## src/rtl/core/phpd_pkg.sv

```systemverilog
// Package for the piezo hit peak detector.
// Holds time and register widths, register index codes and reset values.
// No dependencies.
package phpd_pkg;

  localparam int TIME_BITS = 32;
  localparam int MS_BITS   = 16;
  localparam int CFG_BITS  = 16;

  typedef logic [TIME_BITS-1:0] time_ms_t;
  typedef logic [MS_BITS-1:0]   dur_ms_t;
  typedef logic [CFG_BITS-1:0]  cfg_data_t;

  typedef enum logic [1:0] {
    REG_HIT_THRESHOLD = 2'd0,
    REG_THROTTLE_MS   = 2'd1,
    REG_RETRIGGER_MS  = 2'd2,
    REG_WINDOW_MS     = 2'd3
  } cfg_reg_t;

  localparam int      RST_HIT_THRESHOLD = 50;
  localparam dur_ms_t RST_THROTTLE_MS   = 16'd0;
  localparam dur_ms_t RST_RETRIGGER_MS  = 16'd40;
  localparam dur_ms_t RST_WINDOW_MS     = 16'd3;

endpackage

```

## src/rtl/core/phpd_ifs.sv

```systemverilog
// Valid/ready channel interfaces for the piezo hit peak detector.
// phpd_in_if carries sample transactions, phpd_out_if carries results.
// Depends on phpd_pkg.
interface phpd_in_if #(parameter int SAMPLE_BITS = 10);
  logic                       valid;
  logic                       ready;
  logic [SAMPLE_BITS-1:0]     sample;
  phpd_pkg::time_ms_t         now_ms;

  modport source (output valid, output sample, output now_ms, input ready);
  modport sink   (input valid, input sample, input now_ms, output ready);
endinterface

interface phpd_out_if #(parameter int SAMPLE_BITS = 10);
  logic                       valid;
  logic                       ready;
  logic                       hit;
  logic [SAMPLE_BITS-1:0]     hit_velocity;
  logic [SAMPLE_BITS-1:0]     active_threshold;

  modport source (output valid, output hit, output hit_velocity, output active_threshold,
                  input ready);
  modport sink   (input valid, input hit, input hit_velocity, input active_threshold,
                  output ready);
endinterface

```

## src/rtl/core/piezo_hit_peak_detector.sv

```systemverilog
// Piezo hit peak detector: input register, combinational hit logic, result register.
// The accepted input is held in the input register and moves on to the result register
// once that stage can advance, that is when the result register is empty or taken.
// Throughput: one transaction per cycle unless the result side stalls, set by the state update loop.
// Reset (rst_n, synchronous): clears both stages, window and hit state,
// and loads the register defaults. Depends on phpd_pkg and phpd_ifs.
module piezo_hit_peak_detector #(
  parameter int SAMPLE_BITS = 10
) (
  input  logic                  clk,
  input  logic                  rst_n,
  phpd_in_if.sink               in_if,
  phpd_out_if.source            out_if,
  input  logic                  cfg_we,
  input  phpd_pkg::cfg_reg_t    cfg_index,
  input  phpd_pkg::cfg_data_t   cfg_data
);
  import phpd_pkg::*;

  localparam int DIV_SHIFT = SAMPLE_BITS + 1;
  localparam logic [SAMPLE_BITS:0] DIV3_MUL = (SAMPLE_BITS+1)'(((2 ** DIV_SHIFT) + 2) / 3);
  localparam int PROD_BITS = 2 * SAMPLE_BITS + 1;

  typedef logic [SAMPLE_BITS-1:0] smp_t;

  smp_t      thr_r;
  dur_ms_t   throttle_r;
  dur_ms_t   retrig_r;
  dur_ms_t   window_r;

  logic      s1_valid_r;
  smp_t      s1_sample_r;
  time_ms_t  s1_now_r;

  logic      win_open_r;
  time_ms_t  win_start_r;
  smp_t      peak_r;
  time_ms_t  last_time_r;
  smp_t      last_vel_r;

  logic      out_valid_r;
  logic      out_hit_r;
  smp_t      out_vel_r;
  smp_t      out_thr_r;

  logic                     s1_adv;
  logic                     s1_fire;
  logic                     in_fire;
  time_ms_t                 since_hit;
  logic [MS_BITS:0]         retrig_lim;
  logic [PROD_BITS-1:0]     div_prod;
  smp_t                     raised;
  smp_t                     level;
  logic                     above;
  logic                     win_open_mid;
  time_ms_t                 win_start_mid;
  smp_t                     peak_mid;
  time_ms_t                 win_age;
  logic                     emit;

  assign s1_adv      = !out_valid_r || out_if.ready;
  assign s1_fire     = s1_valid_r && s1_adv;
  assign in_if.ready = !s1_valid_r || s1_adv;
  assign in_fire     = in_if.valid && in_if.ready;

  always_comb begin
    since_hit     = s1_now_r - last_time_r;
    retrig_lim    = {1'b0, throttle_r} + {1'b0, retrig_r};
    div_prod      = {{(SAMPLE_BITS+1){1'b0}}, last_vel_r} * {{SAMPLE_BITS{1'b0}}, DIV3_MUL};
    raised        = div_prod[DIV_SHIFT +: SAMPLE_BITS];
    level         = thr_r;
    if ((since_hit <= {{(TIME_BITS-MS_BITS-1){1'b0}}, retrig_lim}) && (raised > thr_r)) begin
      level = raised;
    end
    above         = (since_hit >= {{(TIME_BITS-MS_BITS){1'b0}}, throttle_r}) &&
                    (s1_sample_r > level);
    win_open_mid  = win_open_r || above;
    win_start_mid = (!win_open_r && above) ? s1_now_r : win_start_r;
    peak_mid      = (above && (s1_sample_r > peak_r)) ? s1_sample_r : peak_r;
    win_age       = s1_now_r - win_start_mid;
    emit          = win_open_mid && (win_age >= {{(TIME_BITS-MS_BITS){1'b0}}, window_r});
  end

  always_ff @(posedge clk) begin
    if (!rst_n) begin
      thr_r      <= SAMPLE_BITS'(RST_HIT_THRESHOLD);
      throttle_r <= RST_THROTTLE_MS;
      retrig_r   <= RST_RETRIGGER_MS;
      window_r   <= RST_WINDOW_MS;
    end else if (cfg_we) begin
      unique case (cfg_index)
        REG_HIT_THRESHOLD: thr_r      <= cfg_data[SAMPLE_BITS-1:0];
        REG_THROTTLE_MS:   throttle_r <= cfg_data[MS_BITS-1:0];
        REG_RETRIGGER_MS:  retrig_r   <= cfg_data[MS_BITS-1:0];
        REG_WINDOW_MS:     window_r   <= cfg_data[MS_BITS-1:0];
      endcase
    end
  end

  always_ff @(posedge clk) begin
    if (!rst_n) begin
      s1_valid_r <= 1'b0;
    end else if (in_fire) begin
      s1_valid_r <= 1'b1;
    end else if (s1_adv) begin
      s1_valid_r <= 1'b0;
    end
  end

  always_ff @(posedge clk) begin
    if (in_fire) begin
      s1_sample_r <= in_if.sample;
      s1_now_r    <= in_if.now_ms;
    end
  end

  always_ff @(posedge clk) begin
    if (!rst_n) begin
      win_open_r  <= 1'b0;
      win_start_r <= '0;
      peak_r      <= '0;
      last_time_r <= '0;
      last_vel_r  <= '0;
    end else if (s1_fire) begin
      if (emit) begin
        win_open_r  <= 1'b0;
        peak_r      <= '0;
        last_time_r <= s1_now_r;
        last_vel_r  <= peak_mid;
      end else begin
        win_open_r  <= win_open_mid;
        peak_r      <= peak_mid;
      end
      win_start_r <= win_start_mid;
    end
  end

  always_ff @(posedge clk) begin
    if (!rst_n) begin
      out_valid_r <= 1'b0;
    end else if (s1_adv) begin
      out_valid_r <= s1_valid_r;
    end
  end

  always_ff @(posedge clk) begin
    if (s1_fire) begin
      out_hit_r <= emit;
      out_vel_r <= emit ? peak_mid : '0;
      out_thr_r <= thr_r;
    end
  end

  assign out_if.valid            = out_valid_r;
  assign out_if.hit              = out_hit_r;
  assign out_if.hit_velocity     = out_vel_r;
  assign out_if.active_threshold = out_thr_r;

  a_reset_clears_out: assert property (@(posedge clk) !rst_n |=> !out_valid_r)
    else $error("result valid after reset");

  a_peak_needs_window: assert property (@(posedge clk) disable iff (!rst_n)
    (peak_r != '0) |-> win_open_r)
    else $error("peak held with no open window");

  a_emit_clears: assert property (@(posedge clk) disable iff (!rst_n)
    (s1_fire && emit) |=> (!win_open_r && (peak_r == '0) && out_hit_r))
    else $error("window not cleared after emit");

  a_no_hit_zero_vel: assert property (@(posedge clk) disable iff (!rst_n)
    (out_valid_r && !out_hit_r) |-> (out_vel_r == '0))
    else $error("velocity nonzero without hit");

  a_raised_bound: assert property (@(posedge clk) disable iff (!rst_n)
    raised <= last_vel_r)
    else $error("divide by three out of range");

endmodule

```

## src/flat_wrapper.sv

```systemverilog
// flat-port wrapper written by rule: the top's interface ports become plain ports
module piezo_hit_peak_detector_flat import phpd_pkg::*;
#(
  parameter int SAMPLE_BITS = 10
)
  (clk, rst_n, cfg_we, cfg_index, cfg_data, in_if_valid, in_if_sample, in_if_now_ms, in_if_ready, out_if_valid, out_if_hit, out_if_hit_velocity, out_if_active_threshold, out_if_ready);
  phpd_in_if #(.SAMPLE_BITS(SAMPLE_BITS)) in_if_i ();
  phpd_out_if #(.SAMPLE_BITS(SAMPLE_BITS)) out_if_i ();
  input  logic clk;
  input  logic rst_n;
  input  logic cfg_we;
  input  phpd_pkg::cfg_reg_t cfg_index;
  input  phpd_pkg::cfg_data_t cfg_data;
  input wire logic [$bits(in_if_i.valid)-1:0] in_if_valid;
  input wire logic [$bits(in_if_i.sample)-1:0] in_if_sample;
  input wire logic [$bits(in_if_i.now_ms)-1:0] in_if_now_ms;
  output wire logic [$bits(in_if_i.ready)-1:0] in_if_ready;
  output wire logic [$bits(out_if_i.valid)-1:0] out_if_valid;
  output wire logic [$bits(out_if_i.hit)-1:0] out_if_hit;
  output wire logic [$bits(out_if_i.hit_velocity)-1:0] out_if_hit_velocity;
  output wire logic [$bits(out_if_i.active_threshold)-1:0] out_if_active_threshold;
  input wire logic [$bits(out_if_i.ready)-1:0] out_if_ready;
  assign in_if_i.valid = in_if_valid;
  assign in_if_i.sample = in_if_sample;
  assign in_if_i.now_ms = in_if_now_ms;
  assign in_if_ready = in_if_i.ready;
  assign out_if_valid = out_if_i.valid;
  assign out_if_hit = out_if_i.hit;
  assign out_if_hit_velocity = out_if_i.hit_velocity;
  assign out_if_active_threshold = out_if_i.active_threshold;
  assign out_if_i.ready = out_if_ready;
  piezo_hit_peak_detector #(.SAMPLE_BITS(SAMPLE_BITS)) u_core (.clk(clk), .rst_n(rst_n), .in_if(in_if_i), .out_if(out_if_i), .cfg_we(cfg_we), .cfg_index(cfg_index), .cfg_data(cfg_data));
endmodule
```

## config.mk

```make
export PLATFORM = sky130hd
export DESIGN_NAME = piezo_hit_peak_detector_flat
export DESIGN_NICKNAME = d
export VERILOG_FILES = /design/src/rtl/core/phpd_pkg.sv /design/src/rtl/core/phpd_ifs.sv /design/src/rtl/core/piezo_hit_peak_detector.sv /design/src/flat_wrapper.sv
export SDC_FILE = /design/constraint.sdc
export NUM_CORES = 1
export LEC_CHECK = 0
export BUFFER_PORTS_ARGS = -buffer_cell sky130_fd_sc_hd__buf_2
export CAP_MARGIN = 20
export CORE_UTILIZATION = 55
export DETAILED_ROUTE_END_ITERATION = 8
export HOLD_SLACK_MARGIN = 0.1
export PLACE_DENSITY = 0.8
export REMOVE_ABC_BUFFERS = 1
export SLEW_MARGIN = 20
export SYNTH_ARGS = -nofsm -noshare
export SYNTH_HDL_FRONTEND = slang
export SYNTH_SLANG_ARGS = --single-unit
```

## constraint.sdc

```tcl
create_clock -name clk -period 46.3 [get_ports clk]
set_clock_uncertainty 0.05 [all_clocks]
set_input_delay 6.945 -clock clk [delete_from_list [all_inputs] [get_ports clk]]
set_output_delay 6.945 -clock clk [all_outputs]
set_load 0.02 [all_outputs]
```

-- After elaboration in Yosys (flattened, before gate mapping)
Cells that the tools add are included.
- register bits: 208
- input bits: 65
- output and inout bits: 23
- word-level logic and storage cells: 56
- reduce and logical (&&, ||, !) cells: 20
- mux-type cells: 7
- add/sub/neg operators: 3
- equal/unequal tests: 3
- $mul: 1
- order comparisons: 6
- operator list (kind ; count):
    $ge A32 B16 Y1 ; 2
    $sub A32 B32 Y32 ; 2
    $le A32 B17 Y1 ; 1
    $mux W32 ; 1
    $mux W10 ; 3
    $gt A10 B10 Y1 ; 2
    $mul A10 B10 Y20 const B ; 1
    $add A16 B16 Y17 ; 1
    $gt A9 B10 Y1 ; 1
    $reduce_and A2 Y1 ; 5
    $logic_and A1 B1 Y1 ; 7
    $eq A2 B2 Y1 const B ; 2
    $logic_not A1 Y1 ; 3
    $logic_or A1 B1 Y1 ; 3
    $mux W1 ; 3
    $eq A2 B1 Y1 const B ; 1
    $logic_not A2 Y1 ; 1
    $reduce_bool A2 Y1 ; 1

-- Depth between registers and ports, before layout
Gate-level depths: netlist of run 1.
- depth in word-level cells: 12
- depth in mapped cells: 79
- gate-level depth less buffers: 74

-- Worst setup path after synthesis of run 1
OpenSTA, ideal clock, no wires.
- kind: register to register
- start point: reg u_core.last_vel_r[7]
- end point: reg u_core.out_vel_r[1] (netlist: u_core.out_if.hit_velocity[1]), data pin
- path slack: 31659 ps
- path buffers: 5
- data arrival time: 14329 ps
- cell stages (with the launch flop): 71
- path through: dfxtp_1 > ha_1 > ha_1 > inv_1 > fa_1 > inv_1 > fa_1 > inv_1 > fa_1 > inv_1 > ha_1 > nor2b_1 > o21ai_0 > nand2b_1 > a21oi_1 > o21ai_0 > o211a_1 > o21a_1 > [35 not listed] > xor2_1 > ha_1 > a21o_1 > a21o_1 > a2111oi_0 > o21ai_0 > a211oi_1 > o2111ai_1 > nor4_1 > o21ai_0 > a211o_1 > a211oi_1 > nand4_1 > or4_4 > o22ai_4 > buf_2 > buf_2 > nor2_1
- word-level cells in the longest chain between the ends: 11
- ends and longest elaborated chain (item ; line ; text):
    start: declaration ; piezo_hit_peak_detector.sv:39 ; smp_t last_vel_r;
    start signal: assignment ; piezo_hit_peak_detector.sv:129 ; last_vel_r <= peak_mid;
    $mul A10 B10 Y20 (*) ; piezo_hit_peak_detector.sv:69 ; div_prod = {{(SAMPLE_BITS+1){1'b0}}, last_vel_r} * {{SAMPLE_BITS{1'b0}}, DIV3_MUL};
    $gt A9 B10 Y1 ; piezo_hit_peak_detector.sv:72 ; if ((since_hit <= {{(TIME_BITS-MS_BITS-1){1'b0}}, retrig_lim}) && (raised > thr_r)) begin
    $logic_and A1 B1 Y1 ; piezo_hit_peak_detector.sv:72 ;
    $mux W10 (*) ; piezo_hit_peak_detector.sv:72 ;
    $gt A10 B10 Y1 (*) ; piezo_hit_peak_detector.sv:76 ; (s1_sample_r > level);
    $logic_and A1 B1 Y1 (*) ; piezo_hit_peak_detector.sv:75 ; above = (since_hit >= {{(TIME_BITS-MS_BITS){1'b0}}, throttle_r}) &&
    $logic_and A1 B1 Y1 ; piezo_hit_peak_detector.sv:78 ; win_start_mid = (!win_open_r && above) ? s1_now_r : win_start_r;
    $mux W32 ; piezo_hit_peak_detector.sv:78 ;
    $sub A32 B32 Y32 ; piezo_hit_peak_detector.sv:80 ; win_age = s1_now_r - win_start_mid;
    $ge A32 B16 Y1 ; piezo_hit_peak_detector.sv:81 ; emit = win_open_mid && (win_age >= {{(TIME_BITS-MS_BITS){1'b0}}, window_r});
    $logic_and A1 B1 Y1 ; piezo_hit_peak_detector.sv:81 ;
    end signal: assignment ; piezo_hit_peak_detector.sv:149 ; out_vel_r <= emit ? peak_mid : '0;
    end: declaration ; piezo_hit_peak_detector.sv:43 ; smp_t out_vel_r;
Every way passes the cells marked *; elsewhere a longest branch is shown, timed or not.
A chain may end at the register's enable or synchronous reset.

-- Worst setup path in the final report of run 1
- start point: reg u_core.last_vel_r[7]
- end point: reg u_core.peak_r[7]
- word-level cells in the longest chain between the ends: 12
- ends and longest elaborated chain (item ; line ; text):
    $mul A10 B10 Y20 (*) ; piezo_hit_peak_detector.sv:69 ;
    $gt A9 B10 Y1 ; piezo_hit_peak_detector.sv:72 ;
    $logic_and A1 B1 Y1 ; piezo_hit_peak_detector.sv:72 ;
    $mux W10 (*) ; piezo_hit_peak_detector.sv:72 ;
    $gt A10 B10 Y1 (*) ; piezo_hit_peak_detector.sv:76 ;
    $logic_and A1 B1 Y1 (*) ; piezo_hit_peak_detector.sv:75 ;
    $logic_and A1 B1 Y1 (*) ; piezo_hit_peak_detector.sv:78 ;
    $mux W32 (*) ; piezo_hit_peak_detector.sv:78 ;
    net u_core.win_start_mid[0] ; piezo_hit_peak_detector.sv:56 ; time_ms_t win_start_mid;
    $sub A32 B32 Y32 (*) ; piezo_hit_peak_detector.sv:80 ;
    $ge A32 B16 Y1 (*) ; piezo_hit_peak_detector.sv:81 ;
    $logic_and A1 B1 Y1 (*) ; piezo_hit_peak_detector.sv:81 ;
    $mux W10 (*) ; piezo_hit_peak_detector.sv:125 ; if (emit) begin
    end signal: assignment ; piezo_hit_peak_detector.sv:132 ; peak_r <= peak_mid;
    end: declaration ; piezo_hit_peak_detector.sv:37 ; smp_t peak_r;
Mark *: on every way through the listed nets, which the timed path passes. The rest lies on a longest branch.

==> impl_metrics.toml, run 1 <==
[run_status]
status = "completed"

[sta]
hold_viol = 0
fmax_mhz = 59.4
setup_viol = 0
fin_crit_ns = 16.84
worstMarginPinSlew_ns = 0.938
finalSetupTns_ns = 0
hold_slack_ns = 0.403
rsz0062_at_grt = "no"
slew_headroom_pct = 37.5
post-route-period-util_pct = 36.4
maxSlewViolCount = 0

[synthesis]
async_flop_share_pct = 0
syn_avg_cell_area_um2 = 8.51
syn_area_um2 = 16100
yosys.area_share.xor_xnor_pct = 3.09
synthMuxAreaShare_pct = 5.04
synth_top_family_by_area = "adder cells"
ys_warn_count = 0
syn_inst = 1897
synth_top_area_share_pct = 18.0
ys_seq_area_share_pct = 29.7
yosys.area_share.simple_pct = 16.9
yosys_register_bits = 208
synthTopCellsByArea = "dfxtp_1 18%, ha_1 17%, edfxtp_1 12%"
synth-compound-area-share_pct = 19.8
synthFlopType = "dfxtp_1"
synth_edf_count = 63
yosys.area.top_type = "dfxtp_1"
synth_adder_area_share_pct = 19.8
synth_cell_types = 78

[critical_path]
max_stage_delay_ns = 0.72
cp.arrival_ns = 17.20
reg2reg_to = "u_core.peak_r[7]$_SDFFE_PN0P_"
cp-start-kind = "flip-flop"
crit_buf_inv = 7
cp.depth = 71
critPathKind = "reg -> reg"
path_max_fanout = 49
endpoint_kind = "flip-flop"
cpLargestDelayFamily = "compound AO/OA/AOI/OAI gates"
worstReg2RegStart = "u_core.last_vel_r[7]$_SDFFE_PN0P_"
reg2reg_depth = 71
cpMostUsedCell = "o21ai_0"
required_ns = 46.66
slowest_stage = "o22ai_4"
r2r_setup_slack_ns = 29.46

[clock_tree]
cts_sinks = 208
cts_tree = "done"
clkTransAtPathRegs_ns = 0.07
cts_resized = 0
htree_num_levels = 1
cts-hold-fix-buffers = 0
clk-insertion-delay-late_ns = 0.53
cts_setup_buffers = 0
cts-root-buf = "clkbuf_16"
cts_buffers = 25
clockBufferDepth = 3

[placed_design]
port_buffers = 87
placed_cells = 2298
hpwlAfterDp_um = 33300
gp_congestion = 0.939

[floorplanning]
rows = 62
num_io_pins = 88
design.die.area_um2 = 30000
die_y_um = 173
die_w_um = 173
core_area_um2 = 28800
start_util_pct = 56.1

[worst_hold_path]
hold_path_class = "reg -> reg"
hold_start = "u_core.last_time_r[18]$_SDFFE_PN0P_"
whs_path_depth = 2
min_to = "u_core.last_time_r[18]$_SDFFE_PN0P_"

[cells_and_area]
instances_no_fill = 2342
drive_above_1_share_pct = 8.68
final_common_cell = "nand2_1"
syn2layout_area_growth_pct = 9.25
n_antenna_cell = 0
fillers = 2469
layout_common_cells = "247 x nand2_1, 213 x ha_1, 159 x a21oi_1"
nets = 2244

[global_routing]
grt_pass1_vias = 13500
grt_max_degree = 67
antenna_found_initial = 0
grt_pass1_wl_um = 69300
grt_overflow = 0
grt_usage_pct = 28.5

[job]
cap_violations = 0

[routing]
ant_nets = 0
drt-vias-per-instance = 5.99
firstDrtPassIters = 5
dr.first_iter.drc_count = 1152
via_count = 14000
drt_wl_total_um = 43500
drc = 0
wire_per_inst_um = 18.6

[pwr]
p_leak_nw = 7.54
pwr_density_cell_nw_per_um2 = 34.0
ir_drop_uv = 29.3
==> worst reg2reg max path: cells and delay by family (launching register included) <==
| family | cells | cell delay [ns] |
|---|---|---|
| compound gates | 30 | 7.17 |
| fa+ha+maj | 12 | 3.94 |
| simple gates | 19 | 3.64 |
| buf+inv | 7 | 0.94 |
| flops | 1 | 0.41 |
| xor+xnor | 2 | 0.33 |
| mux | 1 | 0.28 |
==> where the power goes <==
part           switching [mW]  internal (mW)  total (mW)
Combinational           0.120         0.0783       0.198
Clock                  0.0796          0.114       0.194
Sequential            0.00873          0.198       0.207
Total                   0.208          0.391       0.599
==> area by class of cell <==
type	count	area [µm²]	share of cell area, %
Timing Repair Buffer	96	503	2.85
Tap cell	384	480	2.72
Clock inverter	10	114	0.646
Multi-Input combinational cell	1453	10500	59.4
Inverter	157	592	3.36
Clock buffer	34	681	3.86
Sequential cell	208	4790	27.2
==> flip-flops by register name, indices dropped and copies added, names as in the netlist <==
signal,cells
u_core.last_time_r,32
u_core.s1_now_r,32
u_core.win_start_r,32
u_core.retrig_r,16
u_core.throttle_r,16
u_core.window_r,16
u_core.last_vel_r,10
u_core.out_if.active_threshold,10
u_core.out_if.hit_velocity,10
u_core.peak_r,10
u_core.s1_sample_r,10
u_core.thr_r,10
u_core.out_if.hit,1
u_core.out_if.valid,1
u_core.s1_valid_r,1
u_core.win_open_r,1
==> through the flow <==
stage	cell area [µm²]	power, mW	setup WS [ns]	util, %
after detailed placement	16800	0.404	29.79	58.5
after floorplan	15800	0.352	29.82	-
final	17600	0.599	29.46	61.3
after global routing	17600	0.632	28.51	61.3
after CTS	17600	0.600	29.69	61.2
after global placement	16800	0.400	30.26	58.5
==> kinds of logic (layout without fill, tap and decap cells) <==
| logic type | after synthesis | after routing |
|---|---|---|
| AND/OR/NAND/NOR | 599 | 599 |
| AO/OA/AOI/OAI | 475 | 475 |
| adder cells (fa/ha/maj) | 241 | 241 |
| buffers and inverters | 236 | 297 |
| flip-flops | 208 | 208 |
| multiplexers | 81 | 81 |
| XOR/XNOR | 57 | 57 |
==> synthesized netlist by cell type, drive strengths merged (4+ instances only) <==
cell type,instances
o21bai,15
nand3,28
o211a,4
dfxtp,145
o31a,6
a211oi,46
o21a,27
nor4,11
fa,25
o2111ai,6
xor2,25
o31ai,4
o21ba,5
mux2i,79
and2,8
xnor2,32
nor2,144
and3,17
a31oi,14
o311ai,6
a21oi,159
or3,17
a21o,41
nor2b,29
nand2b,29
a2111oi,14
o211ai,14
o22ai,5
nand2,247
clkbuf,67
or2,4
ha,213
nor3,29
edfxtp,63
a211o,6
nor3b,5
a221oi,6
o21ai,75
buf,12
nand4,20
or4,5
inv,157
==> worst max path at each step <==
| stage | slack, ns | end | from |
|---|---|---|---|
| final | 29.46 | u_core.peak_r[7]$_SDFFE_PN0P_ | u_core.last_vel_r[7]$_SDFFE_PN0P_ |
| after global routing | 28.51 | u_core.peak_r[3]$_SDFFE_PN0P_ | u_core.last_vel_r[7]$_SDFFE_PN0P_ |
| after CTS | 29.69 | u_core.peak_r[5]$_SDFFE_PN0P_ | u_core.last_vel_r[7]$_SDFFE_PN0P_ |
| after detailed placement | 29.79 | u_core.peak_r[5]$_SDFFE_PN0P_ | u_core.last_vel_r[7]$_SDFFE_PN0P_ |
| after global placement | 30.26 | u_core.peak_r[1]$_SDFFE_PN0P_ | u_core.last_vel_r[7]$_SDFFE_PN0P_ |
| after floorplan | 29.82 | u_core.peak_r[0]$_SDFFE_PN0P_ | u_core.last_vel_r[7]$_SDFFE_PN0P_ |
==> metal layers <==
layer | global-route usage (%) | vias to the layer above | share of wire, %
met5 | 0 | - | 0
met4 | 8.63 | 0 | 3.0
met3 | 2.98 | 81 | 5.5
met2 | 50.4 | 433 | 48
met1 | 36.5 | 6668 | 43
li1 | - | 6852 | -
Note: power is estimated with default switching activity, not from simulation.
==> run 2, diff against run 1 <==
- PLACE_DENSITY: 0.8 -> 0.83
- clock period: 46.3 -> 13.48 ns (I/O delays scaled with it)
==> impl_metrics.toml, run 2 (synthesis results as in run 1) <==
[critical_path]
crit_path_end = "u_core.last_vel_r[6]$_SDFFE_PN0P_"
worstReg2RegStart = "u_core.last_vel_r[5]$_SDFFE_PN0P_"
cpMostUsedCell = "a21o_1"
max_stage_delay_ns = 0.52
crit_buf_inv = 8
path_max_fanout = 7
slowest_stage = "fa_1"
crit_start = "u_core.last_vel_r[5]$_SDFFE_PN0P_"
cpLargestDelayFamily = "compound AO/OA/AOI/OAI gates"
cp-start-kind = "flip-flop"
reg2reg_depth = 78
cp.arrival_ns = 14.56
endpoint_kind = "flip-flop"
required_ns = 13.82
critPathKind = "reg -> reg"
r2r_setup_slack_ns = -0.74
reg2reg_to = "u_core.last_vel_r[6]$_SDFFE_PN0P_"
cp.depth = 78

[clock_tree]
cts_sinks = 208
htree_num_levels = 1
clkTransAtPathRegs_ns = 0.06
cts-root-buf = "clkbuf_16"
cts_buffers = 25
clk-insertion-delay-late_ns = 0.54
cts_tree = "done"
clockBufferDepth = 3

[placed_design]
placed_cells = 2426
gp_congestion = 0.929
port_buffers = 87
pre_cts_ws_ns = -1.51
hpwlAfterDp_um = 35400

[global_routing]
grt_pass1_wl_um = 75600
grt_usage_pct = 31.3
antenna_found_initial = 0
grt_pass1_vias = 14900
grt_overflow = 0
grt_max_degree = 79

[sta]
finalSetupTns_ns = -35.57
hold_viol = 0
fmax_mhz = 70.3
slew_headroom_pct = 25.9
post-route-period-util_pct = 105
maxSlewViolCount = 0
fin_crit_ns = 14.22
rsz0062_at_grt = "yes"
worstMarginPinSlew_ns = 1.11
fin_ws_ns = -0.736
setup_viol = 64

[cells_and_area]
instances_no_fill = 2507
nets = 2407
top_regs = "u_core.last_time_r: 32 flops, u_core.s1_now_r: 32 flops, u_core.win_start_r: 32 flops"
n_antenna_cell = 0
layout_common_cells = "247 x nand2_1, 199 x ha_1, 152 x a21oi_1, 152 x buf_4, 150 x inv_1"
drive_above_1_share_pct = 19.2
syn2layout_area_growth_pct = 21.4
final_common_cell = "nand2_1"

[floorplanning]
rows = 62
die_y_um = 173
start_util_pct = 56.1
core_area_um2 = 28800
design.die.area_um2 = 30000
die_w_um = 173
num_io_pins = 88

[job]
cap_violations = 0

[routing]
drc = 0
ant_nets = 0
drt-vias-per-instance = 6.01
wire_per_inst_um = 19.3
via_count = 15100
dr.first_iter.drc_count = 1156
firstDrtPassIters = 5
drt_wl_total_um = 48500

[pwr]
ir_drop_uv = 101
p_leak_nw = 8.42
pwr_density_cell_nw_per_um2 = 113

[run_status]
violations = "negative setup slack"
status = "finished, violations left"

[worst_hold_path]
whs_path_depth = 2
hold_path_class = "reg -> reg"
-- run 2: cell types whose count changed in the layout (fill, tap and decap cells not counted), sizes merged --
cell,change
clkbuf,+1
clkinv,+3
buf,+160
inv,+1
-- run 2: what timing repair did --
item | CTS | global route
gates cloned | 5 | 2
endpoints found under the hold margin | 0 | 0
pin swaps | 67 | 55
buffers inserted | 19 | 10
hold buffers | 0 | 0
setup endpoints to repair | 64 | 64
gates resized for setup | 96 | 33
-- run 2: layer usage --
metal	track usage, %	vias to the layer above	share of wire [%]
met2	54.2	618	47
li1	-	7170	-
met3	3.90	162	6.9
met4	14.2	0	4.8
met5	0	-	0
met1	38.7	7127	41
-- run 2: cell type report --
type | count | area (µm²)
clock buffer | 32 | 652
clock inverter | 14 | 134
timing repair buffer | 259 | 1930
fill | 2193 | 9180
tap | 384 | 480
sequential | 208 | 4800
multi-input combinational | 1453 | 11000
inverter | 157 | 592
-- run 2: power breakdown --
| group | leakage, nW | internal, mW | switching, mW | total, mW |
|---|---|---|---|---|
| combinational | 6.24 | 0.372 | 0.478 | 0.850 |
| clock | 0.386 | 0.382 | 0.274 | 0.656 |
| sequential | 1.79 | 0.682 | 0.0303 | 0.712 |
-- run 2: per-stage QoR --
stage               area [µm²]  utilization [%]  hold WS [ns]  power [mW]
global route             19600             68.1         0.422        2.33
global placement         17800             61.9         0.392        1.44
finish                   19600             68.1         0.405        2.22
detailed placement       17800             61.9         0.399        1.47
floorplan                15800                -         0.380        1.21
CTS                      19300             67.2         0.406        2.18
-- run 2: worst min-delay path by stage --
| stage | startpoint | to | slack [ns] |
|---|---|---|---|
| finish | u_core.last_time_r[9]$_SDFFE_PN0P_ | u_core.last_time_r[9]$_SDFFE_PN0P_ | 0.41 |
| global route | u_core.last_time_r[16]$_SDFFE_PN0P_ | u_core.last_time_r[16]$_SDFFE_PN0P_ | 0.42 |
| CTS | u_core.window_r[9]$_SDFFE_PN0P_ | u_core.window_r[9]$_SDFFE_PN0P_ | 0.41 |
| detailed placement | u_core.window_r[9]$_SDFFE_PN0P_ | u_core.window_r[9]$_SDFFE_PN0P_ | 0.40 |
| global placement | u_core.last_time_r[15]$_SDFFE_PN0P_ | u_core.last_time_r[15]$_SDFFE_PN0P_ | 0.39 |
| floorplan | u_core.thr_r[1]$_SDFFE_PN1P_ | u_core.out_if.active_threshold[1]$_DFFE_PP_ | 0.38 |
-- run 2: tightest hold or removal path, stage by stage, from the launching register on --
cell and delay, ns:
dfxtp_1 0.30, nand2_1 0.05, mux2i_1 0.05
==> run 3, diff against run 2 <==
- PLACE_DENSITY: 0.83 -> 0.76
==> impl_metrics.toml, run 3 (synthesis results as in run 1) <==
[pwr]
pwr_density_cell_nw_per_um2 = 119
ir_drop_uv = 109
totalPowerFinal_mw = 2.33
p_leak_nw = 8.40

[floorplanning]
design.die.area_um2 = 30000
die_y_um = 173
die_w_um = 173
rows = 62
start_util_pct = 56.1
core_area_um2 = 28800
num_io_pins = 88

[placed_design]
port_buffers = 87
gp_congestion = 1.00
hpwlAfterDp_um = 34600
pre_cts_ws_ns = -1.39

[cells_and_area]
n_antenna_cell = 0
syn2layout_area_growth_pct = 21.0
nets = 2396
layout_common_cells = "247 x nand2_1, 196 x ha_1, 155 x a21oi_1"
top_regs = "u_core.last_time_r: 32 flops, u_core.s1_now_r: 32 flops, u_core.win_start_r: 32 flops"
fin_util_pct = 67.9
drive_above_1_share_pct = 18.5
fillers = 2254
final_common_cell = "nand2_1"

[critical_path]
reg2reg_depth = 84
max_stage_delay_ns = 0.52
cp-start-kind = "flip-flop"
path_max_fanout = 5
crit_path_end = "u_core.last_time_r[20]$_SDFFE_PN0P_"
required_ns = 13.86
slowest_stage = "fa_1"
r2r_setup_slack_ns = -0.66
crit_start = "u_core.last_vel_r[5]$_SDFFE_PN0P_"
worstReg2RegStart = "u_core.last_vel_r[5]$_SDFFE_PN0P_"
endpoint_kind = "flip-flop"
cpMostUsedCell = "buf_4"
critPathKind = "reg -> reg"
reg2reg_to = "u_core.last_time_r[20]$_SDFFE_PN0P_"
cp.arrival_ns = 14.51

[sta]
finalSetupTns_ns = -38.05
maxSlewViolCount = 0
slew_headroom_pct = 30.2
setup_viol = 64
fin_ws_ns = -0.658
hold_viol = 0
fmax_mhz = 70.7
worstMarginPinSlew_ns = 1.05
fin_crit_ns = 14.14
post-route-period-util_pct = 105
rsz0062_at_grt = "yes"

[clock_tree]
clockBufferDepth = 3
cts_tree = "done"
clkTransAtPathRegs_ns = 0.06
clk-insertion-delay-late_ns = 0.54
cts_sinks = 208
cts-root-buf = "clkbuf_16"
cts_buffers = 25
htree_num_levels = 1

[job]
cap_violations = 0

[global_routing]
antenna_found_initial = 0
grt_usage_pct = 30.4
grt_pass1_vias = 14400
grt_overflow = 0
grt_max_degree = 71
grt_pass1_wl_um = 74300

[routing]
drc = 0
dr.first_iter.drc_count = 1156
wire_per_inst_um = 18.6
via_count = 14700
drt-vias-per-instance = 5.91
firstDrtPassIters = 7
ant_nets = 0
drt_wl_total_um = 46500

[run_status]
status = "finished, violations left"
violations = "negative setup slack"

[worst_hold_path]
hold_path_class = "reg -> reg"
-- run 3: cell types whose count changed in the layout (fill, tap and decap cells not counted), sizes merged --
cell | before | now
buf | 256 | 245
inv | 158 | 157
bufinv | 2 | 5
clkbuf | 35 | 33
-- run 3: power breakdown --
part	switching, mW	internal (mW)
registers	0.0286	0.681
clock network	0.281	0.466
logic	0.479	0.392
total	0.789	1.54
-- run 3: metal layers --
| metal | track usage [%] | part of all wire, % | vias to the layer above |
|---|---|---|---|
| li1 | - | - | 7154 |
| met1 | 39.2 | 43 | 6999 |
| met2 | 52.6 | 48 | 488 |
| met3 | 2.96 | 5.9 | 106 |
| met4 | 11.5 | 3.6 | 0 |
| met5 | 0 | 0 | - |
-- run 3: area by class of cell --
type	instances	area (µm²)	share of cell area (%)
clock buffer	30	696	3.56
clock inverter	16	230	1.18
inverter	157	592	3.03
multi-input combinational	1453	11000	56.2
sequential	208	4800	24.6
tap	384	480	2.46
timing repair buffer	248	1760	9.02
-- run 3: what timing repair did --
action	in CTS	in global routing
gates resized for setup	74	27
pin swaps	72	55
setup endpoints to repair	64	64
cloned	2	1
hold buffers	0	0
setup buffers	34	5
-- run 3: stage by stage --
stage / std cells / area [µm²] / hold WS [ns]
after detailed placement: 2411 / 17700 / 0.400
after global placement: 2411 / 17700 / 0.392
after global routing: 2496 / 19500 / 0.424
after floorplan: 1818 / 15800 / 0.380
after CTS: 2493 / 19400 / 0.408
final: 2496 / 19500 / 0.406
-- run 3: worst min-delay path by stage --
stage / start / to / slack, ns / depth (start not counted)
6_report: u_core.last_time_r[18]$_SDFFE_PN0P_ / u_core.last_time_r[18]$_SDFFE_PN0P_ / 0.41 / 2
5_1_grt: u_core.last_time_r[15]$_SDFFE_PN0P_ / u_core.last_time_r[15]$_SDFFE_PN0P_ / 0.42 / 2
4_1_cts: u_core.last_time_r[18]$_SDFFE_PN0P_ / u_core.last_time_r[18]$_SDFFE_PN0P_ / 0.41 / 2
3_5_place_dp: u_core.window_r[15]$_SDFFE_PN0P_ / u_core.window_r[15]$_SDFFE_PN0P_ / 0.40 / 2
3_3_place_gp: u_core.last_time_r[13]$_SDFFE_PN0P_ / u_core.last_time_r[13]$_SDFFE_PN0P_ / 0.39 / 2
2_1_floorplan: u_core.thr_r[1]$_SDFFE_PN1P_ / u_core.out_if.active_threshold[1]$_DFFE_PP_ / 0.38 / 0
-- run 3: worst max-delay path, delay by kind of cell, from the launching register on --
| kind | cells | cell delay (ns) |
|---|---|---|
| flip-flops | 1 | 0.34 |
| multiplexers | 2 | 0.29 |
| AND/OR/NAND/NOR | 15 | 2.21 |
| adder cells (fa/ha/maj) | 11 | 3.53 |
| buffers and inverters | 28 | 3.24 |
| XOR/XNOR | 2 | 0.27 |
| AO/OA/AOI/OAI | 26 | 4.05 |
